**config.mk**
```make
export PLATFORM = sky130hd
export DESIGN_NAME = lph_hash
export DESIGN_NICKNAME = d
export VERILOG_FILES = /design/src/design/lph_pkg.sv /design/src/design/lph_hash.sv
export SDC_FILE = /design/constraint.sdc
export NUM_CORES = 1
export LEC_CHECK = 0
export ABC_AREA = 1
export BUFFER_PORTS_ARGS = -buffer_cell sky130_fd_sc_hd__buf_2
export CAP_MARGIN = 10
export CORE_AREA = 2 2 39 41
export DETAILED_ROUTE_END_ITERATION = 8
export DIE_AREA = 0 0 41 43
export PLACE_DENSITY = 0.61
export SYNTH_ARGS = -nofsm -noshare
export SYNTH_HDL_FRONTEND = slang
export SYNTH_SLANG_ARGS = --single-unit
```
**constraint.sdc**
```tcl
create_clock -name clk -period 0.8 [get_ports clk]
set_input_delay 0.24 -clock clk [delete_from_list [all_inputs] [get_ports clk]]
set_output_delay 0.24 -clock clk [all_outputs]
set_load 0.03 [all_outputs]
```
**src/design/lph_pkg.sv**
```systemverilog
// shared types, codes and defaults for the linear probing hash table
package lph_pkg;

    localparam int SLOT_COUNT_DEF = 512;
    localparam int KEY_W          = 32;
    localparam int VAL_W          = 32;
    localparam int SLOT_OUT_W     = 9;
    localparam int COUNT_OUT_W    = 9;

    localparam logic [1:0] OPC_INSERT = 2'd0;
    localparam logic [1:0] OPC_LOOKUP = 2'd1;
    localparam logic [1:0] OPC_REMOVE = 2'd2;

    localparam logic [1:0] ST_OK        = 2'd0;
    localparam logic [1:0] ST_NOT_FOUND = 2'd1;
    localparam logic [1:0] ST_FULL      = 2'd2;

    typedef struct packed {
        logic [1:0]       opcode;
        logic [KEY_W-1:0] key;
        logic [VAL_W-1:0] value;
    } cmd_t;

    typedef struct packed {
        logic [1:0]             status;
        logic [VAL_W-1:0]       read_value;
        logic [SLOT_OUT_W-1:0]  slot_index;
        logic [COUNT_OUT_W-1:0] entry_count;
    } rsp_t;

    typedef struct packed {
        logic [KEY_W-1:0] key;
        logic [VAL_W-1:0] value;
    } slot_t;

endpackage

```
**src/design/lph_hash.sv**
```systemverilog
// home slot unit: key modulo the slot count, mask or multi-cycle reduction
module lph_hash #(
    parameter int SLOT_COUNT = lph_pkg::SLOT_COUNT_DEF,
    parameter int IW         = $clog2(SLOT_COUNT)
) (
    input  logic                    clk,
    input  logic                    rst_n,
    input  logic                    start,
    input  logic [lph_pkg::KEY_W-1:0] key,
    output logic [IW-1:0]           home,
    output logic                    done
);
    import lph_pkg::*;

    localparam bit IS_POW2 = (SLOT_COUNT & (SLOT_COUNT - 1)) == 0;

    generate
        if (IS_POW2) begin : g_mask
            logic [IW-1:0] home_reg;
            logic          done_reg;

            always_ff @(posedge clk or negedge rst_n)
            begin
                if (!rst_n)
                begin
                    done_reg <= 1'b0;
                end
                else
                begin
                    done_reg <= start;
                end
            end

            always_ff @(posedge clk)
            begin
                if (start)
                begin
                    home_reg <= key[IW-1:0];
                end
            end

            assign home = home_reg;
            assign done = done_reg;
        end
        else begin : g_reduce
            localparam int RW     = IW + 1;
            localparam int BPC    = 8;
            localparam int ROUNDS = KEY_W / BPC;
            localparam int CNT_W  = $clog2(ROUNDS);

            logic [RW-1:0]    rem_reg;
            logic [RW-1:0]    rem_next;
            logic [KEY_W-1:0] bits_reg;
            logic [KEY_W-1:0] bits_next;
            logic [CNT_W-1:0] cnt_reg;
            logic             run_reg;
            logic             done_reg;

            // eight restoring steps, one key bit each
            always_comb
            begin
                rem_next  = rem_reg;
                bits_next = bits_reg;
                for (int i = 0; i < BPC; i++)
                begin
                    rem_next  = {rem_next[RW-2:0], bits_next[KEY_W-1]};
                    bits_next = bits_next << 1;
                    if (rem_next >= RW'(SLOT_COUNT))
                    begin
                        rem_next = rem_next - RW'(SLOT_COUNT);
                    end
                end
            end

            always_ff @(posedge clk or negedge rst_n)
            begin
                if (!rst_n)
                begin
                    run_reg  <= 1'b0;
                    cnt_reg  <= '0;
                    done_reg <= 1'b0;
                end
                else
                begin
                    done_reg <= 1'b0;
                    if (start)
                    begin
                        run_reg <= 1'b1;
                        cnt_reg <= '0;
                    end
                    else if (run_reg)
                    begin
                        cnt_reg <= cnt_reg + 1'b1;
                        if (cnt_reg == CNT_W'(ROUNDS - 1))
                        begin
                            run_reg  <= 1'b0;
                            done_reg <= 1'b1;
                        end
                    end
                end
            end

            always_ff @(posedge clk)
            begin
                if (start)
                begin
                    rem_reg  <= '0;
                    bits_reg <= key;
                end
                else if (run_reg)
                begin
                    rem_reg  <= rem_next;
                    bits_reg <= bits_next;
                end
            end

            assign home = rem_reg[IW-1:0];
            assign done = done_reg;
        end
    endgenerate

endmodule

```
==> impl_metrics.env <==
export IMPL_status="complete, but fails checks"
export IMPL_violations="negative setup slack"
export IMPL_num_vias=188
export IMPL_layout_cells_most_common="buf_2"
export IMPL_wire_per_inst_um=10.2
export IMPL_grt_setup_unrepaired="yes"
export IMPL_synth_adder_area_share=0
export IMPL_antenna_found_initial=0
export IMPL_first_global_vias=181
export IMPL_synth_cell_type_count=2
export IMPL_synth_compound_area_frac=0
export IMPL_period_needed_ps=1060
export IMPL_start_util=0.213
export IMPL_htree_levels=1
export IMPL_slew_violations=0
export IMPL_route_detailed_drc=0
export IMPL_worst_path_buf_inv=1
export IMPL_fp_dieH_um=43
export IMPL_drive_gt1_frac=0.667
export IMPL_cap_violations=0
export IMPL_cts_buffers=3
export IMPL_finalWorstSetupSlack_ps=-262
export IMPL_largest_register_ffs=9
export IMPL_synth_area_um2=295
export IMPL_synth_simple_area_share=0
export IMPL_hold_path_class="in -> reg"
export IMPL_antenna_left=0
export IMPL_switching_share=0.243
export IMPL_routed_via_density=3.62
export IMPL_syn_area_per_cell_um2=29.5
export IMPL_multi_input_comb_cells=0
export IMPL_vdd_drop_max_mv=0.840
export IMPL_path_clk_slew_ps=70
export IMPL_crit_fanout=1
export IMPL_critical_path_endpoint="home[0]"
export IMPL_p_sw_mw=0.285
export IMPL_synthTopCellsByArea="edfxtp_1 92%, dfrtp_1 8.5%"
export IMPL_final_core_util=0.375
export IMPL_crit_type="reg -> out"
export IMPL_synth_nets=45
export IMPL_min_period_over_period=1.33
export IMPL_worstMarginPinSlew_ps=203
export IMPL_finalSetupViolCount=10
export IMPL_core_area_um2=1380
export IMPL_yosys_warnings=0
export IMPL_path_depth=1
export IMPL_cts_tree="built"
export IMPL_area_growth_pct=75.8
export IMPL_grt_total_usage=0.0799
export IMPL_critical_path_arrival_ps=820
export IMPL_cts_sinks=10
export IMPL_layout_common_cells="11 x buf_2, 10 x buf_6, 9 x edfxtp_1"
export IMPL_dieArea_um2=1760
export IMPL_start_kind="flop"
export IMPL_grt_pass1_wl_um=779
export IMPL_ys_seq_area_frac=1.00
export IMPL_multi_input_area_um2=0
export IMPL_max_slew_margin_rel=0.864
export IMPL_cp_end_kind="output port"
export IMPL_synth_seq_cells=10
export IMPL_finalNetCount=72
export IMPL_power_frac_comb=0.170
export IMPL_critical_path_max_stage_delay_ps=400
export IMPL_worstPathRequired_ps=560
export IMPL_grt_overflow=0
export IMPL_clockPowerShare=0.291
export IMPL_synth_top_area_share=0.915
export IMPL_slowest_stage="edfxtp_1"
export IMPL_path_delay_family="flip-flops"
export IMPL_power_mw=1.17
export IMPL_dr_pass1_iters=2
export IMPL_drt_iter0_drc=3
export IMPL_pwr_share_seq=0.540
export IMPL_synth_mux_area_frac=0
export IMPL_fp_row_count=14
export IMPL_finalHoldViolCount=0
export IMPL_fmax_mhz=942
export IMPL_place_gp_congestion=0.625
export IMPL_critical_path_startpoint="home[0]"
export IMPL_yosys_area_top_type="edfxtp_1"
export IMPL_power_density_nw_per_um2=2250
export IMPL_io_pins=45
export IMPL_port_buffers=21
export IMPL_internal_power_mw=0.885
export IMPL_path_cells="buf_6"
export IMPL_synth_cells=10
export IMPL_synth_xor_xnor_area_share=0
export IMPL_die_w_um=41
export IMPL_antenna_cells=0
export IMPL_root_buffer="clkbuf_4"
export IMPL_clock_path_buffers=2
export IMPL_grt_max_degree=11
export IMPL_leakage_nw=0.223
export IMPL_fillers=128
export IMPL_wl_um=531
power by group through the flow:
stage | logic (mW) | registers [mW] | clock network (mW)
2_1_floorplan | 0 | 0.717 | 0
3_3_place_gp | 0.154 | 0.631 | 0
3_5_place_dp | 0.154 | 0.633 | 0
4_1_cts | 0.201 | 0.632 | 0.363
5_1_grt | 0.212 | 0.635 | 0.398
6_report | 0.198 | 0.631 | 0.340
layout make-up:
| type | count | area (um2) | share of cell area |
|---|---|---|---|
| clock buffers | 3 | 22.5 | 0.0434 |
| clock inverters | 1 | 3.75 | 0.00723 |
| flip-flops and latches | 10 | 295 | 0.569 |
| well taps | 16 | 20.0 | 0.0386 |
| repair buffers | 22 | 178 | 0.342 |
per-stage QoR:
| stage | TNS (ps) | instances | hold WS [ps] | cell area (um2) | worst slack (ps) |
|---|---|---|---|---|---|
| finish | -2260 | 52 | 151 | 519 | -262 |
| global route | -2750 | 52 | 130 | 519 | -298 |
| CTS | -2430 | 52 | 139 | 519 | -271 |
| detailed placement | 0 | 47 | 15.5 | 420 | 15.2 |
| global placement | 0 | 47 | 16.7 | 420 | 31.1 |
| floorplan | 0 | 10 | -55.6 | 295 | 64.4 |
worst min-delay path by stage:
stage / from / endpoint / slack (ps) / depth (start not counted)
after floorplan: rst_n / done / -60 / 0
after global placement: rst_n / done / 20 / 1
after detailed placement: rst_n / done / 20 / 1
after CTS: key[5] / home[5] / 140 / 1
after global routing: key[0] / home[0] / 130 / 1
final: key[5] / home[5] / 150 / 1
synthesized netlist by cell type, drive strengths merged:
library cell,instances
edfxtp,9
dfrtp,1
cells by family after synthesis:
logic type,after synthesis
flops,10
metal layers:
layer,GRT usage,vias to the layer above,part of all wire
met4,0.0600,0,0
met2,0.0781,22,0.35
met3,0.0890,0,0.22
li1,-,92,-
met1,0.0928,74,0.43
met5,0,-,0
timing repair:
item,CTS,global route
gates resized for setup,20,0
hold endpoints to repair,1,0
hold buffers,1,0
setup buffers,0,0
setup endpoints to repair,10,10
Note: power is estimated with default switching activity, not from simulation.
